File: config.mk
export PLATFORM = sky130hd
export DESIGN_NAME = next_permutation_engine_top
export DESIGN_NICKNAME = d
export VERILOG_FILES = /design/src/hdl/npe_pkg.sv /design/src/hdl/npe_ram.sv /design/src/hdl/npe_cmp.sv /design/src/hdl/next_permutation_engine_top.sv
export SDC_FILE = /design/constraint.sdc
export NUM_CORES = 1
export LEC_CHECK = 0
export ABC_AREA = 1
export BUFFER_PORTS_ARGS = -buffer_cell sky130_fd_sc_hd__buf_4
export CORE_MARGIN = 2
export CORE_UTILIZATION = 60
export CTS_CLUSTER_DIAMETER = 50
export DETAILED_ROUTE_END_ITERATION = 12
export PLACE_DENSITY = 0.77
export SYNTH_ARGS = -nofsm -noshare
export SYNTH_HDL_FRONTEND = slang
export SYNTH_SLANG_ARGS = --single-unit
File: constraint.sdc
create_clock -name clk -period 5.6 [get_ports clk]
set_clock_uncertainty 0.1 [all_clocks]
set_input_delay 1.12 -clock clk [delete_from_list [all_inputs] [get_ports clk]]
set_output_delay 1.12 -clock clk [all_outputs]
set_load 0.01 [all_outputs]
File: src/hdl/npe_pkg.sv
// Package for the next-permutation engine: beat types and default sizing.
// Used by npe_cmp, the top level and its checker.
`default_nettype none

package npe_pkg;

	localparam int unsigned MAX_LEN_DEF = 16;
	localparam int unsigned DATA_W      = 32;

	typedef struct packed {
		logic signed [DATA_W-1:0] element_value;
		logic                     is_last;
	} item_t;

	typedef struct packed {
		logic signed [DATA_W-1:0] out_value;
		logic                     out_last;
		logic                     wrapped;
		logic                     overflowed;
	} result_t;

endpackage : npe_pkg

`default_nettype wire

File: src/hdl/npe_ram.sv
// Generic single-write, single-read RAM with registered read data.
// No dependencies.
`default_nettype none

module npe_ram #(
	parameter int unsigned WIDTH = 32,
	parameter int unsigned DEPTH = 16
) (
	input  wire logic                     clk,
	input  wire logic                     we,
	input  wire logic [$clog2(DEPTH)-1:0] waddr,
	input  wire logic [WIDTH-1:0]         wdata,
	input  wire logic                     re,
	input  wire logic [$clog2(DEPTH)-1:0] raddr,
	output      logic [WIDTH-1:0]         rdata
);

	logic [WIDTH-1:0] mem_q [DEPTH];

	always_ff @(posedge clk) begin
		if (we) begin
			mem_q[waddr] <= wdata;
		end
		if (re) begin
			rdata <= mem_q[raddr];
		end
	end

endmodule : npe_ram

`default_nettype wire

File: src/hdl/npe_cmp.sv
// Shared signed less-than unit used by the pivot and successor scans.
// Depends on npe_pkg for the data width.
`default_nettype none

module npe_cmp (
	input  wire logic signed [npe_pkg::DATA_W-1:0] a,
	input  wire logic signed [npe_pkg::DATA_W-1:0] b,
	output      logic                              lt
);

	import npe_pkg::*;

	assign lt = (a < b);

endmodule : npe_cmp

`default_nettype wire

File: src/hdl/next_permutation_engine_top.sv
// Next lexicographic permutation engine: sequencer, sequence RAM, shared compare.
// Depends on npe_pkg, npe_ram and npe_cmp.
//
// Usage:
//   The item channel takes one element per beat; the beat with is_last set
//   closes the sequence. Elements past MAX_LEN are dropped and flagged on
//   every result beat through overflowed. While loading, one beat is taken
//   per cycle.
//   After the last beat item_stall rises and the sequencer scans the RAM from
//   the right for the pivot, then, if a pivot is found, for the rightmost
//   larger element, then emits n result beats for the n stored elements.
//   The tail is reversed by address mapping on the way out, so the RAM is
//   only ever written while loading.
//   result_stall holds the current result beat in its output register and
//   pauses the sequencer. Reset clears the counters and returns the block to
//   loading; RAM contents are not cleared and only entries of the current
//   sequence are ever read.
`default_nettype none

module next_permutation_engine_top #(
	parameter int unsigned MAX_LEN = npe_pkg::MAX_LEN_DEF
) (
	input  wire logic             clk,
	input  wire logic             arst_n,
	input  wire logic             item_valid,
	output      logic             item_stall,
	input  wire npe_pkg::item_t   item,
	output      logic             result_valid,
	input  wire logic             result_stall,
	output      npe_pkg::result_t result
);

	import npe_pkg::*;

	localparam int unsigned IW = $clog2(MAX_LEN);
	localparam int unsigned CW = $clog2(MAX_LEN + 1);
	localparam int unsigned SW = CW + 1;

	typedef enum logic [2:0] {
		ST_LOAD,
		ST_P_RD,
		ST_P_CHK,
		ST_Q_RD,
		ST_Q_CHK,
		ST_O_RD,
		ST_O_CAP,
		ST_O_OUT
	} state_t;

	state_t                   state_q;
	logic [CW-1:0]            cnt_q;
	logic                     ovf_q;
	logic [CW-1:0]            n_q;
	logic [IW-1:0]            idx_q;
	logic                     first_q;
	logic signed [DATA_W-1:0] prev_q;
	logic signed [DATA_W-1:0] piv_q;
	logic signed [DATA_W-1:0] qval_q;
	logic [IW-1:0]            p_q;
	logic [IW-1:0]            q_q;
	logic                     wrap_q;
	logic [IW-1:0]            k_q;
	result_t                  result_q;
	logic                     result_valid_q;

	logic                     item_acc;
	logic                     room;
	logic [CW-1:0]            n_load;
	logic                     ram_re;
	logic [IW-1:0]            ram_raddr;
	logic [DATA_W-1:0]        ram_rdata;
	logic signed [DATA_W-1:0] rd_val;
	logic signed [DATA_W-1:0] cmp_a;
	logic signed [DATA_W-1:0] cmp_b;
	logic                     cmp_lt;
	logic [SW-1:0]            s_wide;
	logic [IW-1:0]            src_idx;
	logic [IW-1:0]            last_idx;
	logic signed [DATA_W-1:0] out_val;

	assign item_stall   = (state_q != ST_LOAD);
	assign item_acc     = item_valid && (state_q == ST_LOAD);
	assign room         = (cnt_q < CW'(MAX_LEN));
	assign n_load       = room ? (cnt_q + CW'(1)) : cnt_q;
	assign rd_val       = ram_rdata;
	assign last_idx     = IW'(n_q - CW'(1));
	assign result_valid = result_valid_q;
	assign result       = result_q;

	// Output index k maps to source n-1+p-k inside the reversed tail.
	assign s_wide  = SW'(n_q) + SW'(p_q) - SW'(k_q) - SW'(1);
	assign src_idx = (k_q >= p_q) ? IW'(s_wide) : k_q;

	always_comb begin
		ram_re    = 1'b0;
		ram_raddr = idx_q;
		case (state_q)
			ST_P_RD, ST_Q_RD: begin
				ram_re = 1'b1;
			end
			ST_O_RD: begin
				ram_re    = 1'b1;
				ram_raddr = src_idx;
			end
			default: begin
				ram_re = 1'b0;
			end
		endcase
	end

	always_comb begin
		cmp_a = rd_val;
		cmp_b = prev_q;
		if (state_q == ST_Q_CHK) begin
			cmp_a = piv_q;
			cmp_b = rd_val;
		end
	end

	// Swap falls out of the mapping: pivot slot takes the successor, the
	// successor slot in the tail takes the pivot.
	always_comb begin
		out_val = rd_val;
		if (p_q != '0 && (k_q + IW'(1)) == p_q) begin
			out_val = qval_q;
		end else if (p_q != '0 && k_q >= p_q && src_idx == q_q) begin
			out_val = piv_q;
		end
	end

	npe_ram #(
		.WIDTH(DATA_W),
		.DEPTH(MAX_LEN)
	) u_ram (
		.clk  (clk),
		.we   (item_acc && room),
		.waddr(cnt_q[IW-1:0]),
		.wdata(item.element_value),
		.re   (ram_re),
		.raddr(ram_raddr),
		.rdata(ram_rdata)
	);

	npe_cmp u_cmp (
		.a (cmp_a),
		.b (cmp_b),
		.lt(cmp_lt)
	);

	always_ff @(posedge clk or negedge arst_n) begin
		if (!arst_n) begin
			state_q        <= ST_LOAD;
			cnt_q          <= '0;
			ovf_q          <= 1'b0;
			n_q            <= '0;
			idx_q          <= '0;
			first_q        <= 1'b0;
			prev_q         <= '0;
			piv_q          <= '0;
			qval_q         <= '0;
			p_q            <= '0;
			q_q            <= '0;
			wrap_q         <= 1'b0;
			k_q            <= '0;
			result_q       <= '0;
			result_valid_q <= 1'b0;
		end else begin
			case (state_q)
				ST_LOAD: begin
					if (item_acc) begin
						cnt_q <= n_load;
						if (!room) begin
							ovf_q <= 1'b1;
						end
						if (item.is_last) begin
							n_q     <= n_load;
							idx_q   <= IW'(n_load - CW'(1));
							first_q <= 1'b1;
							state_q <= ST_P_RD;
						end
					end
				end
				ST_P_RD: begin
					state_q <= ST_P_CHK;
				end
				ST_P_CHK: begin
					if (!first_q && cmp_lt) begin
						p_q     <= idx_q + IW'(1);
						piv_q   <= rd_val;
						idx_q   <= last_idx;
						state_q <= ST_Q_RD;
					end else begin
						first_q <= 1'b0;
						prev_q  <= rd_val;
						if (idx_q == '0) begin
							// no ascent: plain reversal, a lone element is not a wrap
							p_q     <= '0;
							wrap_q  <= (n_q != CW'(1));
							k_q     <= '0;
							state_q <= ST_O_RD;
						end else begin
							idx_q   <= idx_q - IW'(1);
							state_q <= ST_P_RD;
						end
					end
				end
				ST_Q_RD: begin
					state_q <= ST_Q_CHK;
				end
				ST_Q_CHK: begin
					if (cmp_lt) begin
						q_q     <= idx_q;
						qval_q  <= rd_val;
						wrap_q  <= 1'b0;
						k_q     <= '0;
						state_q <= ST_O_RD;
					end else begin
						idx_q   <= idx_q - IW'(1);
						state_q <= ST_Q_RD;
					end
				end
				ST_O_RD: begin
					state_q <= ST_O_CAP;
				end
				ST_O_CAP: begin
					result_q.out_value  <= out_val;
					result_q.out_last   <= (k_q == last_idx);
					result_q.wrapped    <= wrap_q;
					result_q.overflowed <= ovf_q;
					result_valid_q      <= 1'b1;
					state_q             <= ST_O_OUT;
				end
				ST_O_OUT: begin
					if (!result_stall) begin
						result_valid_q <= 1'b0;
						if (k_q == last_idx) begin
							cnt_q   <= '0;
							ovf_q   <= 1'b0;
							state_q <= ST_LOAD;
						end else begin
							k_q     <= k_q + IW'(1);
							state_q <= ST_O_RD;
						end
					end
				end
				default: begin
					state_q <= ST_LOAD;
				end
			endcase
		end
	end

endmodule : next_permutation_engine_top

`default_nettype wire

==> impl_metrics.py, run 1 <==
metrics = {
    "status": {
        "status": "finished, final reports clean",
    },
    "placed_design": {
        "post_dp_cell_area_um2": 32200,
        "place_hpwl_um": 42100,
        "place_congestion": 0.924,
        "io_buffers": 73,
    },
    "hold_path": {
        "whs_path_depth": 2,
        "hp-start": "first_q$_DFFE_PN0P_",
        "hold_end": "first_q$_DFFE_PN0P_",
        "hp-class": "reg2reg",
    },
    "setup_path": {
        "start_kind": "register",
        "required_ps": 6020,
        "timing.rr.end": "piv_q[22]$_DFFE_PN0P_",
        "r2r-start": "state_q[1]$_DFFE_PN0P_",
        "r2r_slack_ps": 940,
        "crit_start": "state_q[1]$_DFFE_PN0P_",
        "end_kind": "register",
        "cp.arrival_ps": 5080,
        "r2r_cells": 17,
        "path_class": "reg2reg",
        "path_max_fanout": 64,
    },
    "floorplan": {
        "initial_utilization_pct": 60.7,
        "io_pins": 74,
        "die_h_um": 232,
        "die_w_um": 232,
        "core_area_um2": 51200,
        "dieArea_um2": 53600,
        "rows": 83,
    },
    "logic_synthesis": {
        "syn_area_per_cell_um2": 11.0,
        "yosysSeqAreaShare_pct": 65.8,
        "synth_top_area_share_pct": 52.6,
        "syn_area_um2": 31100,
        "synth_cell_type_count": 41,
        "synth_seq_cells": 708,
        "syn_nets": 2920,
        "synth-main-ff-cell": "edfxtp_1",
        "synth_warnings": 0,
        "synth-edff-count": 544,
        "async_flop_share_pct": 23.2,
        "synth.most_common_cell": "nand2_1",
        "synthTopCellsByArea": "edfxtp_1, dfrtp_1, nand2_1",
        "synth_cells": 2832,
        "synthTopCellsByCount": "nand2_1, edfxtp_1, inv_1",
        "synth_top_area_cell": "edfxtp_1",
    },
    "timing": {
        "tns_ps": 0,
        "slew_headroom_pct": 16.4,
        "clock.fmax_ghz": 0.215,
        "fin_crit_sh_pct": 83.2,
        "setup_viol": 0,
        "rsz0062_at_grt": "no",
        "drv_slew": 0,
        "min_period_ps": 4660,
        "hold_violations": 0,
        "worst_pin_slew_ps": 1250,
    },
    "global_routing": {
        "grt_pass1_vias": 20500,
        "antenna_found_initial": 2,
        "gr-total-overflow": 0,
        "grt_usage_pct": 28.0,
        "grt_pass1_wl_um": 114000,
        "grt_max_degree": 232,
    },
    "cts": {
        "cts_resized": 0,
        "ctsHoldBuffers": 0,
        "clk_pin_slew_ps": 50,
        "cts_max_level": 3,
        "cts_tree": "done",
        "clock_latency_ps": 630,
        "clock_path_buffers": 3,
        "numClockSinks": 708,
        "root_buffer": "clkbuf_16",
        "cts_buffers": 76,
        "post_cts_buffers": 0,
    },
    "pwr": {
        "leakagePower_nw": 13.6,
        "ir_drop_mv": 0.658,
        "powerDensity_nw_per_um2": 634,
    },
    "drt": {
        "wl_per_cell_um": 20.6,
        "drtIter0Drc": 2291,
        "drt_pre_antenna_iters": 6,
        "via_per_inst": 5.94,
        "drc": 0,
        "vias": 21400,
        "finalWirelength_um": 74100,
        "postRouteAntennaNets": 0,
    },
    "layout": {
        "final_cell_area_um2": 34700,
        "seq_area_um2": 20400,
        "multiInputGateArea_um2": 8710,
        "fill_cells": 3654,
        "syn_to_final_growth_pct": 11.7,
        "fin_nets": 2945,
        "drive_above_1_share_pct": 9.40,
    },
    "job": {
        "drv_cap": 0,
    },
}
## layer usage
| metal | track usage [%] | vias up | wire (µm) |
|---|---|---|---|
| li1 | - | 9930 | - |
| met1 | 37.2 | 10300 | 29700 |
| met2 | 45.8 | 952 | 35700 |
| met3 | 3.65 | 192 | 5730 |
| met4 | 13.5 | 0 | 2970 |
| met5 | 0 | - | 0 |
## power by group
group | switching, W | leakage [nW] | total [W] | internal (W)
Sequential | 0.000530 | 7.02 | 0.00705 | 0.00652
Combinational | 0.00695 | 5.42 | 0.0100 | 0.00309
Clock | 0.00208 | 1.18 | 0.00489 | 0.00280
Total | 0.00957 | 13.6 | 0.0220 | 0.0124
## area by class of cell
cell class / count / share of cell area [%]
tap: 680 / 2.45
multi-input combinational: 1601 / 25.1
sequential: 708 / 58.9
timing repair buffer: 113 / 2.57
clock buffer: 93 / 5.77
inverter: 357 / 3.87
antenna: 2 / 0.0144
clock inverter: 44 / 1.28
## cells by family after synthesis
group | Yosys count | share of synthesized area (%)
and+or+nand+nor | 1012 | 13.8
DFF | 708 | 65.8
xor gates and xnor gates | 22 | 0.669
adders and majority gates | 51 | 2.15
AOI/OAI and AO/OA | 516 | 10.8
buffers and inverters | 523 | 6.73
## state kept, by name, indices dropped and copies added (netlist names)
name,cells
ovf_q,1
wrap_q,1
result_valid,1
u_ram.rdata,32
state_q,3
idx_q,4
result,35
q_q,4
n_q,5
qval_q,32
first_q,1
piv_q,32
prev_q,32
k_q,4
cnt_q,5
p_q,4
u_ram.mem_q,512
## worst max path at each step
stage	depth (start not counted)	slack (ps)	to
finish	17	940	piv_q[22]$_DFFE_PN0P_
global route	21	570	piv_q[22]$_DFFE_PN0P_
CTS	17	1010	piv_q[22]$_DFFE_PN0P_
detailed placement	17	1020	piv_q[22]$_DFFE_PN0P_
global placement	18	1250	piv_q[26]$_DFFE_PN0P_
floorplan	4	1290	u_ram.mem_q[11][0]$_DFFE_PP_
## stage by stage
stage | cells | setup slack (ps) | hold slack, ps | total power (W) | util [%]
3_3_place_gp | 3459 | 1250 | 359 | 0.0167 | 63.0
6_report | 3598 | 939 | 370 | 0.0220 | 67.7
2_1_floorplan | 2832 | 1290 | 342 | 0.0141 | -
5_1_grt | 3598 | 574 | 396 | 0.0234 | 67.7
4_1_cts | 3596 | 1010 | 376 | 0.0219 | 67.7
3_5_place_dp | 3459 | 1020 | 365 | 0.0170 | 63.0
## worst max-delay path, cell delays in order, from the launching register on
cell and delay [ps]:
dfrtp_1 500, nor2_4 230, nand2_4 90, inv_2 650, o21ai_0 220, ha_1 340
a21oi_1 120, o21ai_0 130, nand2_1 90, o211ai_1 90, a21oi_1 370, nand3_2 200
nand3_4 180, nor2_4 50, inv_2 560, buf_4 400, nand2_1 90, o21ai_1 100
## layout by cell type (no fill, tap or decap), types with 5 or more instances in the layout
cell,synthesis,routed
a21oi_1,21,20
buf_4,3,109
bufinv_16,0,5
clkbuf_1,72,13
clkbuf_16,0,76
clkinv_1,2,14
clkinv_2,0,11
clkinvlp_4,0,5
dfrtp_1,164,164
edfxtp_1,544,544
ha_1,47,47
inv_1,353,350
nand2_1,655,652
nand2_2,5,7
nand3_1,246,245
nand4_1,43,43
nor2_1,47,34
nor2_4,2,14
o211ai_1,288,288
o21ai_0,150,150
o21ai_1,37,36
o22ai_1,6,6
xnor2_1,8,7
xor2_1,12,12
(Power assumes the default switching activity.)
==> inputs of run 2 (changes only) <==
ABC_AREA = 0   (was 1)
clock period = 4.73 ns   (was 5.6 ns; I/O delays follow)
==> run 2 against run 1 <==
Via count is 15% lower. Flip-flop and latch count stayed put. Combinational power is 5% lower. Cell count is 15% lower. Sequential power is 24% higher. Routed wire length is 10% lower. Worst setup slack worse by 790 ps. Clock power is 15% higher. Sequential share of layout area is 0.36 points higher. Synthesized cell count is 21% lower. Worst hold slack better by 0.91 ps. Critical path type unchanged. Count of clock-buffer cells in the layout is 9 lower.
==> impl_metrics.py, run 2 <==
metrics = {
    "pwr": {
        "power_switching_w": 0.00885,
        "fin_total_pwr_w": 0.0238,
        "seqPwrFrac_pct": 36.6,
        "ir_drop_mv": 0.556,
        "powerDensity_nw_per_um2": 690,
        "switching_share_pct": 37.2,
        "clock_power_share_pct": 23.6,
        "leakagePower_nw": 13.1,
        "combPwrFrac_pct": 39.8,
        "p_int_w": 0.0149,
    },
    "setup_path": {
        "crit_buf_inv": 2,
        "slowest_stage": "nor2_2",
        "cp.arrival_ps": 4940,
        "path_class": "reg2reg",
        "timing.rr.end": "u_ram.rdata[5]$_DFFE_PP_",
        "path_max_fanout": 16,
        "start_kind": "register",
        "required_ps": 5080,
        "end_kind": "register",
        "r2r_slack_ps": 140,
        "r2r-start": "p_q[1]$_DFFE_PN0P_",
        "r2r_cells": 13,
        "slowest_delay_ps": 1060,
        "crit_chain": "inv_1 > fa_1 > inv_1 > ha_1 > fa_1 > xnor2_1 > xnor2_1 > nand3_1 > xor2_1 > o21ai_1 > nor2_2 > o211ai_1 > nand4_1",
        "cp_top_family": "simple AND/OR/NAND/NOR gates",
    },
    "timing": {
        "hold_violations": 0,
        "slew_headroom_pct": 9.15,
        "rsz0062_at_grt": "no",
        "clock.fmax_ghz": 0.218,
        "min_period_ps": 4590,
        "fin_crit_sh_pct": 97.0,
        "worst_pin_slew_ps": 1350,
        "tns_ps": 0,
        "setup_viol": 0,
        "hold_ws_ps": 370,
        "worst_slack_ps": 144,
        "drv_slew": 0,
    },
    "floorplan": {
        "io_pins": 74,
        "dieArea_um2": 52800,
        "initial_utilization_pct": 60.8,
        "rows": 82,
        "die_w_um": 230,
        "core_area_um2": 50300,
        "die_h_um": 230,
    },
    "logic_synthesis": {
        "synthTopCellsByCount": "edfxtp_1, nand2_1, mux2i_1",
        "synth_top_area_share_pct": 53.4,
        "syn_area_um2": 30600,
        "synth_seq_cells": 708,
        "synth_cells": 2249,
        "syn_nets": 2337,
        "synth_warnings": 0,
        "synth-main-ff-cell": "edfxtp_1",
        "synth-edff-count": 544,
        "yosysSeqAreaShare_pct": 66.9,
        "synth.most_common_cell": "edfxtp_1",
        "synthTopCellsByArea": "edfxtp_1, dfrtp_1, mux2i_1",
        "async_flop_share_pct": 23.2,
        "syn_area_per_cell_um2": 13.6,
        "synth_cell_type_count": 65,
        "synth_top_area_cell": "edfxtp_1",
    },
    "cts": {
        "root_buffer": "clkbuf_16",
        "cts_max_level": 3,
        "clock_latency_ps": 610,
        "numClockSinks": 708,
        "cts_tree": "done",
        "cts_buffers": 74,
        "clock_path_buffers": 3,
        "clk_pin_slew_ps": 60,
    },
    "placed_design": {
        "place_ws_ps": 235,
        "post_dp_cell_area_um2": 32100,
        "io_buffers": 73,
        "place_hpwl_um": 38500,
        "place_congestion": 0.897,
    },
    "status": {
        "status": "finished, final reports clean",
    },
    "global_routing": {
        "grt_max_degree": 100,
        "grt_usage_pct": 25.4,
        "grt_pass1_vias": 18200,
        "antenna_found_initial": 2,
        "grt_pass1_wl_um": 104000,
        "gr-total-overflow": 0,
    },
    "drt": {
        "vias": 18100,
        "drtIter0Drc": 1525,
        "postRouteAntennaNets": 0,
        "via_per_inst": 5.95,
        "wl_per_cell_um": 21.8,
        "finalWirelength_um": 66500,
        "drt_pre_antenna_iters": 5,
        "drc": 0,
    },
    "layout": {
        "final_cell_mix": "edfxtp_1, nand2_1, mux2i_1",
        "fill_cells": 3381,
        "fin_nets": 2409,
        "final_cell_area_um2": 34500,
        "final_common_cell": "edfxtp_1",
        "regMostFlops": "u_ram.mem_q",
        "syn_to_final_growth_pct": 12.8,
        "drive_above_1_share_pct": 16.8,
        "largest_register_ffs": 512,
    },
    "hold_path": {
        "hp-class": "in2async",
    },
    "job": {
        "drv_cap": 0,
    },
}
## run 2: worst max-delay path by stage
stage	depth (start not counted)	slack (ps)	to	from
floorplan	6	600	u_ram.mem_q[0][0]$_DFFE_PP_	state_q[1]$_DFFE_PN0P_
global placement	13	260	u_ram.rdata[6]$_DFFE_PP_	p_q[1]$_DFFE_PN0P_
detailed placement	13	240	u_ram.rdata[4]$_DFFE_PP_	p_q[1]$_DFFE_PN0P_
CTS	13	190	u_ram.rdata[6]$_DFFE_PP_	p_q[1]$_DFFE_PN0P_
global route	13	20	u_ram.rdata[26]$_DFFE_PP_	p_q[1]$_DFFE_PN0P_
finish	13	140	u_ram.rdata[5]$_DFFE_PP_	p_q[1]$_DFFE_PN0P_
## run 2: layout make-up
class	count	area [µm²]	share of cell area, %
antenna	1	2.50	0.00726
tap	672	841	2.44
multi-input combinational	1390	9680	28.1
timing repair buffer	121	1070	3.12
sequential	708	20400	59.3
clock buffer	84	1950	5.67
inverter	26	97.6	0.283
clock inverter	47	390	1.13
## run 2: what timing repair did
action	4_1_cts	5_1_grt
endpoints found under the hold margin	0	0
buffers inserted	0	0
gates resized for setup	0	2
endpoints found under the setup margin	0	6
hold buffers	0	0
## run 2: through the flow
stage / std cells / utilization (%)
floorplan: 2249 / -
global placement: 2915 / 63.9
detailed placement: 2915 / 63.9
CTS: 3046 / 68.5
global route: 3048 / 68.6
finish: 3049 / 68.6
## run 2: cell families after synthesis
kind of cell,Yosys count,share of synthesized area (%)
fa+ha+maj,51,2.19
flops,708,66.9
mux,363,12.6
buf+inv,153,2.23
simple gates,664,9.12
xor+xnor,27,0.773
compound gates,283,6.24
## run 2: power by group through the flow
stage / Combinational, W / Clock [W] / Sequential (W)
2_1_floorplan: 0.00698 / 0 / 0.00847
3_3_place_gp: 0.00904 / 0 / 0.00875
3_5_place_dp: 0.00930 / 0 / 0.00880
4_1_cts: 0.00941 / 0.00567 / 0.00868
5_1_grt: 0.0104 / 0.00594 / 0.00881
6_report: 0.00946 / 0.00561 / 0.00871
## run 2: metal layers
metal  global-route usage, %  wire length (µm)  up-vias
met1                    35.5             28700     8999
met4                    8.15              1720        2
met5                       0                12        -
met3                    3.94              4360      125
met2                    41.3             31700      573
li1                        -                 -     8432
==> inputs of run 3 (changes only) <==
BUFFER_PORTS_ARGS = -buffer_cell sky130_fd_sc_hd__buf_2   (was -buffer_cell sky130_fd_sc_hd__buf_4)
==> run 3 against run 2 <==
Flip-flop and latch count unchanged. Largest power group unchanged. First-iteration DRC count increased by 17%. Routed wire length decreased by 0.58%. Final area decreased by 0.11%.
==> impl_metrics.py, run 3 (synthesis gave the netlist of run 2 again) <==
metrics = {
    "cts": {
        "cts_tree": "done",
        "clock_latency_ps": 600,
        "clk_pin_slew_ps": 60,
        "root_buffer": "clkbuf_16",
        "cts_buffers": 75,
        "clock_path_buffers": 3,
        "numClockSinks": 708,
        "cts_max_level": 3,
    },
    "floorplan": {
        "rows": 82,
        "die_w_um": 230,
        "initial_utilization_pct": 60.8,
        "dieArea_um2": 52800,
        "io_pins": 74,
        "core_area_um2": 50300,
        "die_h_um": 230,
    },
    "setup_path": {
        "cp.arrival_ps": 4860,
        "crit_chain": "nor3b_4 > buf_12 > mux2i_1 > ha_1 > a211oi_1 > o211ai_1 > o221ai_1 > o2111ai_1 > a32oi_1 > nor3b_1 > nand3_1 > a221o_1",
        "required_ps": 5100,
        "path_max_fanout": 26,
        "path_class": "reg2reg",
        "r2r_slack_ps": 240,
        "slowest_stage": "dfrtp_1",
        "end_kind": "register",
        "start_kind": "register",
        "crit_buf_inv": 1,
        "slowest_delay_ps": 560,
        "cp_top_family": "compound AO/OA/AOI/OAI gates",
    },
    "layout": {
        "syn_to_final_growth_pct": 12.6,
        "layoutNonFillerInstCount": 3062,
        "multiInputGateArea_um2": 9660,
        "fill_cells": 3404,
        "final_cell_mix": "edfxtp_1, nand2_1, mux2i_1",
        "largest_register_ffs": 512,
        "drive_above_1_share_pct": 17.3,
        "final_common_cell": "edfxtp_1",
        "regMostFlops": "u_ram.mem_q",
        "seq_area_um2": 20400,
        "fin_nets": 2417,
    },
    "placed_design": {
        "io_buffers": 73,
        "place_ws_ps": 107,
        "place_hpwl_um": 38400,
        "place_congestion": 0.888,
        "dpl.cell_count": 2923,
    },
    "global_routing": {
        "grt_pass1_vias": 18200,
        "grt_pass1_wl_um": 103000,
        "antenna_found_initial": 6,
        "grt_usage_pct": 25.4,
        "gr-total-overflow": 0,
        "grt_max_degree": 99,
    },
    "drt": {
        "vias": 18300,
        "drtIter0Drc": 1786,
        "drc": 0,
        "postRouteAntennaNets": 0,
        "drt_pre_antenna_iters": 5,
        "finalWirelength_um": 66100,
        "wl_per_cell_um": 21.6,
        "via_per_inst": 5.97,
    },
    "pwr": {
        "p_int_w": 0.0150,
        "clock_power_share_pct": 23.7,
        "power_switching_w": 0.00884,
        "switching_share_pct": 37.0,
        "leakagePower_nw": 13.1,
        "ir_drop_mv": 0.402,
        "seqPwrFrac_pct": 36.2,
        "combPwrFrac_pct": 40.1,
        "powerDensity_nw_per_um2": 694,
    },
    "timing": {
        "fin_crit_sh_pct": 95.0,
        "worst_pin_slew_ps": 1000,
        "slew_headroom_pct": 32.8,
        "clock.fmax_ghz": 0.223,
        "tns_ps": 0,
        "rsz0062_at_grt": "no",
        "hold_ws_ps": 325,
        "min_period_ps": 4490,
        "setup_viol": 0,
        "drv_slew": 0,
        "hold_violations": 0,
        "worst_slack_ps": 238,
    },
    "status": {
        "status": "finished, final reports clean",
    },
    "hold_path": {
        "hp-class": "in2async",
    },
    "job": {
        "drv_cap": 0,
    },
}
-- run 3: changes by cell type in the layout (fill, tap and decap cells not counted), sizes merged --
cell,previous run,this run
buf,121,130
bufinv,5,3
clkbuf,84,98
clkinv,33,25
clkinvlp,5,4
diode,1,3
inv,30,31
nor2,75,73
-- run 3: per-layer routing --
| layer | vias to the layer above | track usage (%) | share of wire, % | wire length (µm) |
|---|---|---|---|---|
| met5 | - | 0 | 0.035 | 23 |
| met4 | 4 | 9.64 | 2.9 | 1940 |
| met3 | 143 | 3.89 | 6.5 | 4300 |
| met2 | 637 | 41.3 | 48 | 31500 |
| met1 | 9041 | 35.1 | 43 | 28300 |
| li1 | 8442 | - | - | - |
-- run 3: final cells by class --
class	instances	area share, %
sequential	708	59.4
clock inverter	37	0.857
inverter	26	0.283
multi-input combinational	1388	28.1
antenna	3	0.0218
clock buffer	98	6.10
timing repair buffer	130	2.88
tap	672	2.44
-- run 3: worst paths after layout --
kind	start	endpoint	cells after the start
min in group clk	result[3]$_DFFE_PN0P_	result[3]$_DFFE_PN0P_	2
worst min-delay path	arst_n	qval_q[1]$_DFFE_PN0P_	1
max in group asynchronous	arst_n	prev_q[19]$_DFFE_PN0P_	2
worst min register to register	result[3]$_DFFE_PN0P_	result[3]$_DFFE_PN0P_	2
worst max register to register	state_q[0]$_DFFE_PN0P_	k_q[2]$_DFFE_PN0P_	12
worst max-delay path	state_q[0]$_DFFE_PN0P_	k_q[2]$_DFFE_PN0P_	12
-- run 3: repair_timing --
item / in CTS / in global routing
gates resized for setup: 0 / 2
hold buffers: 0 / 0
endpoints found under the setup margin: 0 / 19
setup buffers: 0 / 1
-- run 3: power by group through the flow --
| stage | sequential [W] | clock (W) | combinational [W] |
|---|---|---|---|
| finish | 0.00865 | 0.00565 | 0.00958 |
| global route | 0.00876 | 0.00598 | 0.0106 |
| CTS | 0.00863 | 0.00574 | 0.00959 |
| detailed placement | 0.00876 | 0 | 0.00953 |
| global placement | 0.00870 | 0 | 0.00920 |
| floorplan | 0.00847 | 0 | 0.00698 |
-- run 3: stage by stage --
step | area (µm²) | power, W | utilization (%)
finish | 34400 | 0.0239 | 68.5
global route | 34400 | 0.0253 | 68.5
CTS | 34400 | 0.0240 | 68.5
detailed placement | 32000 | 0.0183 | 63.7
global placement | 32000 | 0.0179 | 63.7
floorplan | 30600 | 0.0154 | -
-- run 3: worst register-to-register path: cells and delay by family (launching register included) --
family,cells,cell delay (ps)
muxes,1,220
and+or+nand+nor,3,1180
DFF,1,560
AOI/OAI and AO/OA,6,1780
adders and majority gates,1,280
buffers and inverters,1,250
